===== src/rtl/path_dot_segment_canonicalizer_assert.svh =====
// Assertion macros shared by the canonicalizer modules.
// Expects signals clk and rst_n in the module that uses them.
`ifndef PATH_DOT_SEGMENT_CANONICALIZER_ASSERT_SVH
`define PATH_DOT_SEGMENT_CANONICALIZER_ASSERT_SVH

// same-cycle implication
`define PDSC_ASSERT_NOW(lbl, pre, post) \
  lbl: assert property (@(posedge clk) disable iff (!rst_n) (pre) |-> (post)) \
    else $error("pdsc assertion failed");

// next-cycle implication
`define PDSC_ASSERT_NEXT(lbl, pre, post) \
  lbl: assert property (@(posedge clk) disable iff (!rst_n) (pre) |=> (post)) \
    else $error("pdsc assertion failed");

`endif


===== src/rtl/pdsc_pkg.sv =====
// Package for the path dot-segment canonicalizer: sizes, codes, result and
// stack command types. No dependencies.
package pdsc_pkg;

  localparam int MAX_LEN   = 1024;
  localparam int MAX_DEPTH = 64;
  localparam int CHAR_BITS = 16;

  localparam int POS_W = $clog2(MAX_LEN);
  localparam int LEN_W = $clog2(MAX_LEN + 1);
  localparam int CNT_W = $clog2(MAX_DEPTH + 1);

  localparam logic [CHAR_BITS-1:0] SEP_CH = CHAR_BITS'('h2F);
  localparam logic [CHAR_BITS-1:0] DOT_CH = CHAR_BITS'('h2E);

  typedef enum logic [1:0] {CLS_SEP, CLS_DOT, CLS_DOTDOT, CLS_SEG} class_t;
  typedef enum logic [1:0] {PH_AWAIT, PH_PATH, PH_DRAIN} phase_t;
  typedef enum logic [2:0] {
    ST_OK, ST_EMPTY, ST_NOT_ABS, ST_TOO_LONG, ST_TOO_DEEP
  } status_t;

  typedef struct packed {
    logic                 write_valid;
    logic [POS_W-1:0]     write_pos;
    logic [CHAR_BITS-1:0] write_char;
    logic [LEN_W-1:0]     path_length;
    logic                 done_res;
    status_t              status;
    logic [LEN_W-1:0]     file_start;
    logic [LEN_W-1:0]     file_length;
  } res_t;

  typedef struct packed {
    logic             push;
    logic             pop;
    logic [LEN_W-1:0] push_val;
  } stk_cmd_t;

endpackage


===== src/rtl/pdsc_if.sv =====
// Channel interfaces of the canonicalizer: input, result and configuration.
// Depends on pdsc_pkg.
interface pdsc_in_if;
  import pdsc_pkg::*;
  logic                 valid;
  logic                 ready;
  logic [CHAR_BITS-1:0] char_in;
  modport source (output valid, output char_in, input ready);
  modport sink   (input valid, input char_in, output ready);
endinterface

interface pdsc_out_if;
  import pdsc_pkg::*;
  logic                 valid;
  logic                 ready;
  logic                 write_valid;
  logic [POS_W-1:0]     write_pos;
  logic [CHAR_BITS-1:0] write_char;
  logic [LEN_W-1:0]     path_length;
  logic                 done_res;
  logic [2:0]           status;
  logic [LEN_W-1:0]     file_start;
  logic [LEN_W-1:0]     file_length;
  modport source (output valid, output write_valid, output write_pos, output write_char,
                  output path_length, output done_res, output status,
                  output file_start, output file_length, input ready);
  modport sink   (input valid, input write_valid, input write_pos, input write_char,
                  input path_length, input done_res, input status,
                  input file_start, input file_length, output ready);
endinterface

interface pdsc_cfg_if;
  logic valid;
  logic ready;
  logic split_file;
  modport source (output valid, output split_file, input ready);
  modport sink   (input valid, input split_file, output ready);
endinterface


===== src/rtl/pdsc_cell.sv =====
// One entry of the segment-start stack; shifts toward the top on pop and
// away from it on push. Depends on pdsc_pkg.
module pdsc_cell (
  input  logic                     clk,
  input  pdsc_pkg::stk_cmd_t       cmd,
  input  logic [pdsc_pkg::LEN_W-1:0] up_val,
  input  logic [pdsc_pkg::LEN_W-1:0] down_val,
  output logic [pdsc_pkg::LEN_W-1:0] q
);
  import pdsc_pkg::*;

  logic [LEN_W-1:0] val_r;

  always_ff @(posedge clk) begin
    if (cmd.push) begin
      val_r <= up_val;
    end else if (cmd.pop) begin
      val_r <= down_val;
    end
  end

  assign q = val_r;

endmodule


===== src/rtl/pdsc_outbuf.sv =====
// Result register with a skid stage: while a result waits, the input side
// can hand over one more. Depends on pdsc_pkg and the assertion header.
module pdsc_outbuf (
  input  logic            clk,
  input  logic            rst_n,
  input  logic            in_valid,
  output logic            in_ready,
  input  pdsc_pkg::res_t  in_res,
  output logic            out_valid,
  input  logic            out_ready,
  output pdsc_pkg::res_t  out_res
);
  import pdsc_pkg::*;
  `include "path_dot_segment_canonicalizer_assert.svh"

  logic   out_v_r, out_v_nxt;
  logic   skid_v_r, skid_v_nxt;
  res_t   out_d_r, skid_d_r;
  logic   in_fire, out_free;

  assign in_ready = !skid_v_r;
  assign in_fire  = in_valid && in_ready;
  assign out_free = !out_v_r || out_ready;

  always_comb begin
    out_v_nxt  = out_v_r;
    skid_v_nxt = skid_v_r;
    if (out_free) begin
      out_v_nxt  = skid_v_r || in_fire;
      skid_v_nxt = 1'b0;
    end else if (in_fire) begin
      skid_v_nxt = 1'b1;
    end
  end

  always_ff @(posedge clk) begin
    if (!rst_n) begin
      out_v_r  <= 1'b0;
      skid_v_r <= 1'b0;
    end else begin
      out_v_r  <= out_v_nxt;
      skid_v_r <= skid_v_nxt;
    end
  end

  always_ff @(posedge clk) begin
    if (out_free) begin
      out_d_r <= skid_v_r ? skid_d_r : in_res;
    end else if (in_fire) begin
      skid_d_r <= in_res;
    end
  end

  assign out_valid = out_v_r;
  assign out_res   = out_d_r;

  `PDSC_ASSERT_NOW(a_skid_behind_out, skid_v_r, out_v_r)
  `PDSC_ASSERT_NEXT(a_skid_holds, skid_v_r && !out_ready, skid_v_r && out_v_r)

endmodule


===== src/rtl/path_dot_segment_canonicalizer.sv =====
// Top level of the streaming dot-segment canonicalizer for absolute paths.
// Depends on pdsc_pkg, pdsc_if, pdsc_cell, pdsc_outbuf, assertion header.
//
// Usage:
//   in_if carries one path character per transaction; a zero character ends
//   the path. out_if returns exactly one result per character: a write
//   request (write_valid, write_pos, write_char) for the downstream path
//   buffer and the current path_length. The result for the zero carries
//   done_res, status and, with split_file set, file_start/file_length.
//   cfg_if writes split_file; it is always ready and is sampled when the
//   terminator is processed, so write it only between paths.
//   Throughput: one character per cycle while out_if.ready stays high, set by
//   the single decode-and-update of the state registers and the row of stack
//   cells, each of which shifts one segment start per push or pop.
//   Stall: a result register plus one skid entry; with a result waiting and
//   out_if.ready low, it takes one more character, then holds in_if.ready low.
//   Reset (rst_n low, synchronous): control returns to awaiting a new path,
//   split_file clears, buffered results are dropped. No clearing pass.
module path_dot_segment_canonicalizer (
  input  logic        clk,
  input  logic        rst_n,
  pdsc_in_if.sink     in_if,
  pdsc_out_if.source  out_if,
  pdsc_cfg_if.sink    cfg_if
);
  import pdsc_pkg::*;
  `include "path_dot_segment_canonicalizer_assert.svh"

  phase_t           phase_r, phase_nxt;
  class_t           cls_r, cls_nxt;
  status_t          err_r, err_nxt;
  logic [LEN_W-1:0] idx_r, idx_nxt;
  logic [CNT_W-1:0] cnt_r, cnt_nxt;
  logic             split_r;

  logic             in_ready, in_fire;
  logic             is_zero, is_sep, is_dot, too_long, too_deep, can_pop;
  logic [LEN_W-1:0] top_q, pop_top, idx_inc;
  logic [CHAR_BITS-1:0] ch;
  res_t             res_d, res_q;
  logic             res_v;
  stk_cmd_t         cmd;
  logic [LEN_W-1:0] stk_q [MAX_DEPTH];

  assign ch       = in_if.char_in;
  assign in_fire  = in_if.valid && in_ready;
  assign is_zero  = (ch == '0);
  assign is_sep   = (ch == SEP_CH);
  assign is_dot   = (ch == DOT_CH);
  assign top_q    = stk_q[0];
  assign can_pop  = (cnt_r > CNT_W'(1));
  assign pop_top  = can_pop ? stk_q[1] : stk_q[0];
  assign idx_inc  = idx_r + LEN_W'(1);
  assign too_long = (idx_r >= LEN_W'(MAX_LEN));
  assign too_deep = (cnt_r >= CNT_W'(MAX_DEPTH));

  // next state
  always_comb begin
    phase_nxt = phase_r;
    cls_nxt   = cls_r;
    err_nxt   = err_r;
    idx_nxt   = idx_r;
    cnt_nxt   = cnt_r;
    if (in_fire) begin
      case (phase_r)
        PH_DRAIN: begin
          if (is_zero) begin
            phase_nxt = PH_AWAIT;
            cls_nxt   = CLS_SEP;
            err_nxt   = ST_OK;
            idx_nxt   = '0;
            cnt_nxt   = '0;
          end
        end
        PH_PATH: begin
          if (is_zero) begin
            phase_nxt = PH_AWAIT;
            cls_nxt   = CLS_SEP;
            err_nxt   = ST_OK;
            idx_nxt   = '0;
            cnt_nxt   = '0;
          end else if (is_sep) begin
            case (cls_r)
              CLS_SEP: ;
              CLS_DOT: begin
                cls_nxt = CLS_SEP;
                idx_nxt = top_q;
              end
              CLS_DOTDOT: begin
                cls_nxt = CLS_SEP;
                idx_nxt = pop_top;
                if (can_pop) begin
                  cnt_nxt = cnt_r - CNT_W'(1);
                end
              end
              default: begin
                if (too_long || too_deep) begin
                  phase_nxt = PH_DRAIN;
                  err_nxt   = too_long ? ST_TOO_LONG : ST_TOO_DEEP;
                  idx_nxt   = '0;
                  cnt_nxt   = '0;
                end else begin
                  cls_nxt = CLS_SEP;
                  idx_nxt = idx_inc;
                  cnt_nxt = cnt_r + CNT_W'(1);
                end
              end
            endcase
          end else begin
            if (is_dot && cls_r == CLS_SEP) begin
              cls_nxt = CLS_DOT;
            end else if (is_dot && cls_r == CLS_DOT) begin
              cls_nxt = CLS_DOTDOT;
            end else begin
              cls_nxt = CLS_SEG;
            end
            if (too_long) begin
              phase_nxt = PH_DRAIN;
              err_nxt   = ST_TOO_LONG;
              idx_nxt   = '0;
              cnt_nxt   = '0;
            end else begin
              idx_nxt = idx_inc;
            end
          end
        end
        default: begin
          cls_nxt = CLS_SEP;
          err_nxt = ST_OK;
          idx_nxt = '0;
          cnt_nxt = '0;
          if (!is_zero) begin
            if (!is_sep) begin
              phase_nxt = PH_DRAIN;
              err_nxt   = ST_NOT_ABS;
            end else begin
              phase_nxt = PH_PATH;
              idx_nxt   = LEN_W'(1);
              cnt_nxt   = CNT_W'(1);
            end
          end
        end
      endcase
    end
  end

  // result and stack command
  always_comb begin
    res_d     = '0;
    cmd       = '0;
    case (phase_r)
      PH_DRAIN: begin
        if (is_zero) begin
          res_d.done_res = 1'b1;
          res_d.status   = err_r;
        end
      end
      PH_PATH: begin
        if (is_zero) begin
          res_d.done_res = 1'b1;
          case (cls_r)
            CLS_SEP:    res_d.path_length = idx_r;
            CLS_DOT:    res_d.path_length = top_q;
            CLS_DOTDOT: res_d.path_length = pop_top;
            default: begin
              if (split_r) begin
                res_d.file_start  = top_q;
                res_d.file_length = idx_r - top_q;
                res_d.path_length = top_q;
              end else if (too_long) begin
                res_d.status = ST_TOO_LONG;
              end else begin
                res_d.write_valid = 1'b1;
                res_d.write_pos   = idx_r[POS_W-1:0];
                res_d.write_char  = SEP_CH;
                res_d.path_length = idx_inc;
              end
            end
          endcase
        end else if (is_sep) begin
          case (cls_r)
            CLS_SEP: res_d.path_length = idx_r;
            CLS_DOT: res_d.path_length = top_q;
            CLS_DOTDOT: begin
              res_d.path_length = pop_top;
              cmd.pop           = can_pop;
            end
            default: begin
              if (!too_long && !too_deep) begin
                res_d.write_valid = 1'b1;
                res_d.write_pos   = idx_r[POS_W-1:0];
                res_d.write_char  = SEP_CH;
                res_d.path_length = idx_inc;
                cmd.push          = 1'b1;
                cmd.push_val      = idx_inc;
              end
            end
          endcase
        end else if (!too_long) begin
          res_d.write_valid = 1'b1;
          res_d.write_pos   = idx_r[POS_W-1:0];
          res_d.write_char  = ch;
          res_d.path_length = idx_inc;
        end
      end
      default: begin
        if (is_zero) begin
          res_d.done_res = 1'b1;
          res_d.status   = ST_EMPTY;
        end else if (is_sep) begin
          res_d.write_valid = 1'b1;
          res_d.write_pos   = '0;
          res_d.write_char  = SEP_CH;
          res_d.path_length = LEN_W'(1);
          cmd.push          = 1'b1;
          cmd.push_val      = LEN_W'(1);
        end
      end
    endcase
    if (!in_fire) begin
      cmd = '0;
    end
  end

  always_ff @(posedge clk) begin
    if (!rst_n) begin
      phase_r <= PH_AWAIT;
      cls_r   <= CLS_SEP;
      err_r   <= ST_OK;
      idx_r   <= '0;
      cnt_r   <= '0;
      split_r <= 1'b0;
    end else begin
      phase_r <= phase_nxt;
      cls_r   <= cls_nxt;
      err_r   <= err_nxt;
      idx_r   <= idx_nxt;
      cnt_r   <= cnt_nxt;
      if (cfg_if.valid) begin
        split_r <= cfg_if.split_file;
      end
    end
  end

  assign cfg_if.ready = 1'b1;

  for (genvar i = 0; i < MAX_DEPTH; i++) begin : g_stk
    logic [LEN_W-1:0] up_val, down_val;
    if (i == 0) begin : g_top
      assign up_val = cmd.push_val;
    end else begin : g_mid
      assign up_val = stk_q[i-1];
    end
    if (i == MAX_DEPTH - 1) begin : g_bot
      assign down_val = '0;
    end else begin : g_low
      assign down_val = stk_q[i+1];
    end
    pdsc_cell u_cell (
      .clk      (clk),
      .cmd      (cmd),
      .up_val   (up_val),
      .down_val (down_val),
      .q        (stk_q[i])
    );
  end

  pdsc_outbuf u_outbuf (
    .clk       (clk),
    .rst_n     (rst_n),
    .in_valid  (in_fire),
    .in_ready  (in_ready),
    .in_res    (res_d),
    .out_valid (res_v),
    .out_ready (out_if.ready),
    .out_res   (res_q)
  );

  assign in_if.ready        = in_ready;
  assign out_if.valid       = res_v;
  assign out_if.write_valid = res_q.write_valid;
  assign out_if.write_pos   = res_q.write_pos;
  assign out_if.write_char  = res_q.write_char;
  assign out_if.path_length = res_q.path_length;
  assign out_if.done_res    = res_q.done_res;
  assign out_if.status      = res_q.status;
  assign out_if.file_start  = res_q.file_start;
  assign out_if.file_length = res_q.file_length;

  `PDSC_ASSERT_NOW(a_path_has_root, phase_r == PH_PATH, cnt_r != '0 && idx_r != '0)
  `PDSC_ASSERT_NOW(a_depth_bound, 1'b1, cnt_r <= CNT_W'(MAX_DEPTH))
  `PDSC_ASSERT_NOW(a_drain_cleared, phase_r == PH_DRAIN, cnt_r == '0 && idx_r == '0)
  `PDSC_ASSERT_NEXT(a_root_opens, in_fire && phase_r == PH_AWAIT && is_sep,
                    phase_r == PH_PATH && idx_r == LEN_W'(1) && stk_q[0] == LEN_W'(1))

endmodule

===== src/flat_wrapper.sv =====
// flat-port wrapper written by rule: the top's interface ports become plain ports
module path_dot_segment_canonicalizer_flat import pdsc_pkg::*;
  (clk, rst_n, in_if_valid, in_if_char_in, in_if_ready, out_if_valid, out_if_write_valid, out_if_write_pos, out_if_write_char, out_if_path_length, out_if_done_res, out_if_status, out_if_file_start, out_if_file_length, out_if_ready, cfg_if_valid, cfg_if_split_file, cfg_if_ready);
  pdsc_in_if in_if_i ();
  pdsc_out_if out_if_i ();
  pdsc_cfg_if cfg_if_i ();
  input  logic clk;
  input  logic rst_n;
  input wire logic [$bits(in_if_i.valid)-1:0] in_if_valid;
  input wire logic [$bits(in_if_i.char_in)-1:0] in_if_char_in;
  output wire logic [$bits(in_if_i.ready)-1:0] in_if_ready;
  output wire logic [$bits(out_if_i.valid)-1:0] out_if_valid;
  output wire logic [$bits(out_if_i.write_valid)-1:0] out_if_write_valid;
  output wire logic [$bits(out_if_i.write_pos)-1:0] out_if_write_pos;
  output wire logic [$bits(out_if_i.write_char)-1:0] out_if_write_char;
  output wire logic [$bits(out_if_i.path_length)-1:0] out_if_path_length;
  output wire logic [$bits(out_if_i.done_res)-1:0] out_if_done_res;
  output wire logic [$bits(out_if_i.status)-1:0] out_if_status;
  output wire logic [$bits(out_if_i.file_start)-1:0] out_if_file_start;
  output wire logic [$bits(out_if_i.file_length)-1:0] out_if_file_length;
  input wire logic [$bits(out_if_i.ready)-1:0] out_if_ready;
  input wire logic [$bits(cfg_if_i.valid)-1:0] cfg_if_valid;
  input wire logic [$bits(cfg_if_i.split_file)-1:0] cfg_if_split_file;
  output wire logic [$bits(cfg_if_i.ready)-1:0] cfg_if_ready;
  assign in_if_i.valid = in_if_valid;
  assign in_if_i.char_in = in_if_char_in;
  assign in_if_ready = in_if_i.ready;
  assign out_if_valid = out_if_i.valid;
  assign out_if_write_valid = out_if_i.write_valid;
  assign out_if_write_pos = out_if_i.write_pos;
  assign out_if_write_char = out_if_i.write_char;
  assign out_if_path_length = out_if_i.path_length;
  assign out_if_done_res = out_if_i.done_res;
  assign out_if_status = out_if_i.status;
  assign out_if_file_start = out_if_i.file_start;
  assign out_if_file_length = out_if_i.file_length;
  assign out_if_i.ready = out_if_ready;
  assign cfg_if_i.valid = cfg_if_valid;
  assign cfg_if_i.split_file = cfg_if_split_file;
  assign cfg_if_ready = cfg_if_i.ready;
  path_dot_segment_canonicalizer u_core (.clk(clk), .rst_n(rst_n), .in_if(in_if_i), .out_if(out_if_i), .cfg_if(cfg_if_i));
endmodule

===== config.mk =====
export PLATFORM = sky130hd
export DESIGN_NAME = path_dot_segment_canonicalizer_flat
export DESIGN_NICKNAME = d
export VERILOG_FILES = /design/src/rtl/pdsc_pkg.sv /design/src/rtl/pdsc_if.sv /design/src/rtl/pdsc_cell.sv /design/src/rtl/pdsc_outbuf.sv /design/src/rtl/path_dot_segment_canonicalizer.sv /design/src/flat_wrapper.sv
export VERILOG_INCLUDE_DIRS = /design/src /design/src/rtl
export SDC_FILE = /design/constraint.sdc
export NUM_CORES = 2
export LEC_CHECK = 0
export ABC_AREA = 1
export BUFFER_PORTS_ARGS = -buffer_cell sky130_fd_sc_hd__buf_2
export CAP_MARGIN = 5
export CORE_ASPECT_RATIO = 2
export CORE_MARGIN = 5
export CORE_UTILIZATION = 57
export DETAILED_ROUTE_END_ITERATION = 12
export GPL_TIMING_DRIVEN = 0
export MAX_ROUTING_LAYER = met4
export PLACE_DENSITY = 0.77
export SETUP_SLACK_MARGIN = 0.5
export SLEW_MARGIN = 20
export SYNTH_ARGS = -nofsm -noshare
export SYNTH_HDL_FRONTEND = slang
export SYNTH_SLANG_ARGS = --single-unit
export TNS_END_PERCENT = 30

===== constraint.sdc =====
create_clock -name clk -period 83.5 [get_ports clk]
set_clock_uncertainty 0.2 [all_clocks]
set_input_delay 4.175 -clock clk [delete_from_list [all_inputs] [get_ports clk]]
set_output_delay 4.175 -clock clk [all_outputs]
set_load 0.05 [all_outputs]

Yosys cells after proc, flatten, opt, wreduce, memory -nomap -nowiden:

Cells that the tools add are included.

* logic and storage cells: 348
* register bits after elaboration: 860
* output and inout port bits: 67

* reduce and logical (&&, ||, !) cells: 25
* order comparisons: 3
* add/sub/neg operators: 4
* equality and inequality tests: 15
* bitwise operators: 2
* multiplexer cells: 211

Operators with widths (number)
* $mux 11: 138
* $mux 38: 7
* $pmux 11 s3: 3
* $mux 27: 3
* $pmux 38 s2: 1
* $mux 64: 1
* $mux 7: 7
* $mux 22: 2
* $pmux 11 s2: 2
* $mux 13: 3
* $eq 16x6->1 const B: 2
* $mux 2: 14
* $pmux 7 s2: 2
* $mux 3: 9
* $mux 26: 1
* $mux 25: 1
* $logic_not 16->1: 1
* $ne 4x3->1 const B: 4
* $pmux 2 s2: 3
* $add 11x1->11 const B: 1
* $ge 11x11->1 const B: 1
* $sub 11x11->11: 1
* $ne 5x4->1 const B: 2
* $reduce_and 5->1: 2
* 26 further kinds: 49

Longest topological paths before layout:

* word-level depth: 11
* mapped depth: 14
* depth with buffers taken out: 14

Modules after synthesis:

From an unflattened synthesis, not the netlist that was laid out.

* cells, all modules: 4195
* area total of the unflattened synthesis: 39774.4 µm²

Modules (own cells, without submodules)
* pdsc_cell: sequential area each 330.3 µm², instances 64, cells each 48, area an instance 483.0 µm²
* pdsc_outbuf: sequential area each 3883.7 µm², instances 1, cells each 346, area an instance 4725.8 µm²
* path_dot_segment_canonicalizer: sequential area each 520.5 µm², instances 1, cells each 777, area an instance 4139.0 µm²

Least setup slack after synthesis:

No wires, ideal clock.

* kind: input port to flip-flop
* start: input port in_if_char_in[8]
* end: register u_core.g_stk[0].u_cell.val_r[0], enable pin
* library setup time: 3.670 ns
* stages on the path: 7
* data arrival time: 74.845 ns
* setup slack: 4.785 ns
* data required time: 79.630 ns
* path buffers: 0
* path through: inv_2 -> nand4_1 -> nor2_2 -> nand3_1 -> nor2_1 -> inv_1 -> o41ai_1

* longest elaborated chain between the ends: 6
* elaborated cells between the ends (all ways): 10

Ends and longest elaborated chain
* from (decl): RTL line flat_wrapper.sv:10 `input wire logic [$bits(in_if_i.char_in)-1:0] in_if_char_in;`
* $eq 16x6->1: RTL line path_dot_segment_canonicalizer.sv:48 `assign is_sep = (ch == SEP_CH);`
* $mux 1 / $mux 13 (equally long branches): RTL line path_dot_segment_canonicalizer.sv:210, path_dot_segment_canonicalizer.sv:180
* $mux 1 / $mux 13 (equally long branches): RTL line path_dot_segment_canonicalizer.sv:207, path_dot_segment_canonicalizer.sv:159
* $pmux 1 s2 / $mux 1 (equally long branches): RTL line path_dot_segment_canonicalizer.sv:151 `case (phase_r)`
* $mux 13 *: RTL line path_dot_segment_canonicalizer.sv:220 `if (!in_fire) begin`
* $reduce_bool 2->1 (no line) *
* to (signal assigned): RTL line pdsc_cell.sv:16 `val_r <= up_val;`
* to (signal assigned): RTL line pdsc_cell.sv:18 `val_r <= down_val;`
* to (decl): RTL line pdsc_cell.sv:12 `logic [LEN_W-1:0] val_r;`

Every way passes the cells marked *; elsewhere a longest branch is shown, timed or not.
A chain may end at the register's enable or synchronous reset.

Final worst setup path:

* start: input port in_if_char_in[8]
* end: register u_core.g_stk[35].u_cell.val_r[10], enable pin

* longest elaborated chain between the ends: 6
* elaborated cells between the ends (all ways): 10

Ends and longest elaborated chain (RTL line)
* $eq 16x6->1: path_dot_segment_canonicalizer.sv:48
* $mux 1 / $mux 13 (equally long branches): path_dot_segment_canonicalizer.sv:210, path_dot_segment_canonicalizer.sv:180
* $mux 1 / $mux 13 (equally long branches): path_dot_segment_canonicalizer.sv:207, path_dot_segment_canonicalizer.sv:159
* $pmux 1 s2 / $mux 1 (equally long branches): path_dot_segment_canonicalizer.sv:151
* $mux 13 *: path_dot_segment_canonicalizer.sv:220
* $reduce_bool 2->1 (no line) *
* to (signal assigned): pdsc_cell.sv:16
* to (signal assigned): pdsc_cell.sv:18
* to (decl): pdsc_cell.sv:12

Marked as above.

==> results.md <==
* #FFs+latches synth at 860
* Headroom to the max-slew limit at 0.2135
* Leakage power at 0.01731 uW
* Final total negative setup slack at 0 ps
* Total power at 844.5 uW
* Class of the most critical hold timing path: register to register
* Rows at 134
* Synthesized Nets at 3,753
* Unrepaired setup endpoints after global routing: no
* Pwr Density at roughly 20 nW/um^2
* Via density at 5.635
* Warnings from Yosys at 0
* Reg area at between 20,000 and 30,000 um^2
* Crit start category: input port
* Wire length of the first global-routing pass at 154,800 um
* Commonest non-fill, non-tap cell in the layout: nand2_1
* Die X at around 190 um
* Final Hold Fails at 0
* EDFF count, synth at roughly 830
* Pin count of the biggest net entering global routing at 42
* Sequential area share after synthesis at 0.6704
* Avg WL per Cell at 20.56 um
* All-Layer GR Usage at 0.2880
* Setup Viol. Count Final at 0
* Vias in the first global route at 28,967
* Synth Area per Inst at between 10 and 15 um^2
* Vias post-DR at 27,770
* Num CTS Buffers at 74
* Max-Cap Viols at 0
* FMAX at 0.09893 GHz
* Core ar. at roughly 67,000 um^2
* Cell Area, Synth at roughly 38,000 um^2
* Routability Congestion at 1.073
* WP data required at 83,660 ps
* CTS root buf: clkbuf_16
* Gr ovfl total at 0
* CP max FO at 10
* Port Buffers at slightly below 90
* Share of cells above drive strength 1 at 0.1217
* Synthesis-to-finish area growth at 12.38%
* Worst-Skew Late Latency at between 600 and 700 ps
* DRC at 0
* Dpl hpwl at 76,530 um
* Multi-input logic area at approximately 9900 um^2
* Number of hold buffers added after CTS at 0
* Inst Count DP at 4,796
* Fin util at 0.6433
* Share of synthesized flip-flops with an asynchronous set or reset at 0
* Clock Path Buffers at 3
* CP endpoint kind: register
* Total clock sinks at 860
* Die ar. at 72,430 um^2
* Fin crit share at 0.1211
* Die Y at 375.6 um
* Filler cell count at approximately 5,300
* Crit path DAT at about 10,000 ps
* Initial drt markers at 1,924
* Post-synth cell types at 41
* Final slew viol count at 0
* Initial antenna violation count at 1
* Worst slack, placed at 72,820 ps
* Initial Util at 0.5724
* Detail Route Antenna Nets at 0
* I/O pin total at 89
* Most frequent cells in the layout: nand2_1, edfxtp_1, inv_1
* Post-synthesis instance total at 3,709
* Top FF cell, synth: edfxtp_1
* Final non-filler cell total at about 4,900
* Max IR drop VDD at 0.01770 mV
* Final worst slack at 73,390 ps
* H-Tree Depth at 3
* Post-Route WL at 101,300 um
* Critical path type: input port to register
* Initial DRT Pass Iterations at 7
* CTS clk-pin slew, worst paths at 60 ps
* TritonCTS clock tree: yes
* Nets at 4,032
* Crit path time final at 10,110 ps
* Worst slew pin tran at roughly 1200 ps
* CTS resizes at 0
* Status: finished clean
* Post-CTS setup buffer count at 0
[worst paths after layout]
kind	startpoint	depth (start not counted)	slack (ps)	endpoint
max	in_if_char_in[8]	25	73390	u_core.g_stk[35].u_cell.q[10]$_DFFE_PP_
min	u_core.err_r[0]$_SDFFE_PN0P_	2	250	u_core.err_r[0]$_SDFFE_PN0P_
max reg2reg	u_core.cnt_r[6]$_SDFFE_PN0P_	21	76810	u_core.g_stk[35].u_cell.q[10]$_DFFE_PP_
min reg2reg	u_core.err_r[0]$_SDFFE_PN0P_	2	250	u_core.err_r[0]$_SDFFE_PN0P_
[layer usage]
layer	global-route usage	routed length [um]	vias to the layer above
li1	-	-	13062
met2	0.5202	55060	1033
met3	0.04413	4757	427
met5	-	0	-
met4	0.2268	9509	0
met1	0.2608	31980	13248
[critical path: stages]
cell and delay (ps):
buf_2 100, inv_2 40, nand4_1 110, nor2_2 270, nand3_1 450, inv_1 530, nand2_1 180, o31ai_1 110
nand2_1 360, clkbuf_1 480, o41ai_2 260, buf_2 340, buf_2 240, buf_2 250, buf_4 200, buf_4 170
buf_4 170, buf_2 220, buf_2 270, buf_4 200, buf_4 170, buf_2 210, buf_2 240, buf_2 250
buf_2 230
[where the power goes]
group          switching [uW]  internal, uW
Combinational            15.3          3.62
Sequential               1.07           469
Clock                     159           197
Total                     176           669
[sequential cells by signal, summed over array words and instances (netlist names)]
register and cells:
u_core.g_stk.u_cell.q 704, u_core.u_outbuf.out_res 64, u_core.u_outbuf.skid_d_r 64, u_core.idx_r 11, u_core.cnt_r 7, u_core.err_r 3, u_core.cls_r 2, u_core.phase_r 2
u_core.split_r 1, u_core.u_outbuf.out_valid 1, u_core.u_outbuf.skid_v_r 1
[cells in the mapped netlist, types with 11 or more instances]
| cell type | instances | area [um^2] |
|---|---|---|
| nand4_1 | 27 | 168.9 |
| ha_1 | 21 | 262.8 |
| nand3_1 | 82 | 410.4 |
| o21ai_1 | 337 | 1687 |
| nor3_1 | 13 | 65.06 |
| nor2_1 | 175 | 656.9 |
| edfxtp_1 | 832 | 24980 |
| inv_1 | 436 | 1637 |
| dfxtp_1 | 28 | 560.5 |
| nand2_1 | 999 | 3750 |
| inv_2 | 11 | 41.29 |
| buf_4 | 13 | 97.59 |
| buf_2 | 141 | 705.7 |
| o21ai_0 | 400 | 2002 |
| and3_1 | 11 | 68.82 |
| a21oi_1 | 88 | 440.4 |
| clkbuf_1 | 40 | 150.1 |
[area by class of cell]
| type | count | share of cell area |
|---|---|---|
| tap | 884 | 0.02583 |
| antenna | 1 | 0.00005844 |
| clock buffer | 90 | 0.04661 |
| clock inverter | 41 | 0.01046 |
| inverter | 449 | 0.03942 |
| sequential | 860 | 0.5966 |
| multi-input combinational | 2203 | 0.2317 |
| buffer | 197 | 0.02253 |
| timing repair buffer | 203 | 0.02677 |
[cell families after synthesis]
family	synth area share
buf+inv	0.06955
simple gates	0.1378
flops	0.6704
xor+xnor	0.002299
fa+ha+maj	0.007421
other cells	0.00009842
compound gates	0.1124
[per-stage QoR]
step                      area [um^2]  hold WS, ps
final                           42820        253.3
after global routing            42820        284.5
after CTS                       42810        254.1
after detailed placement        40370        245.1
after global placement          39640        230.4
after floorplan                 38100        221.2
(Power assumes the default switching activity.)
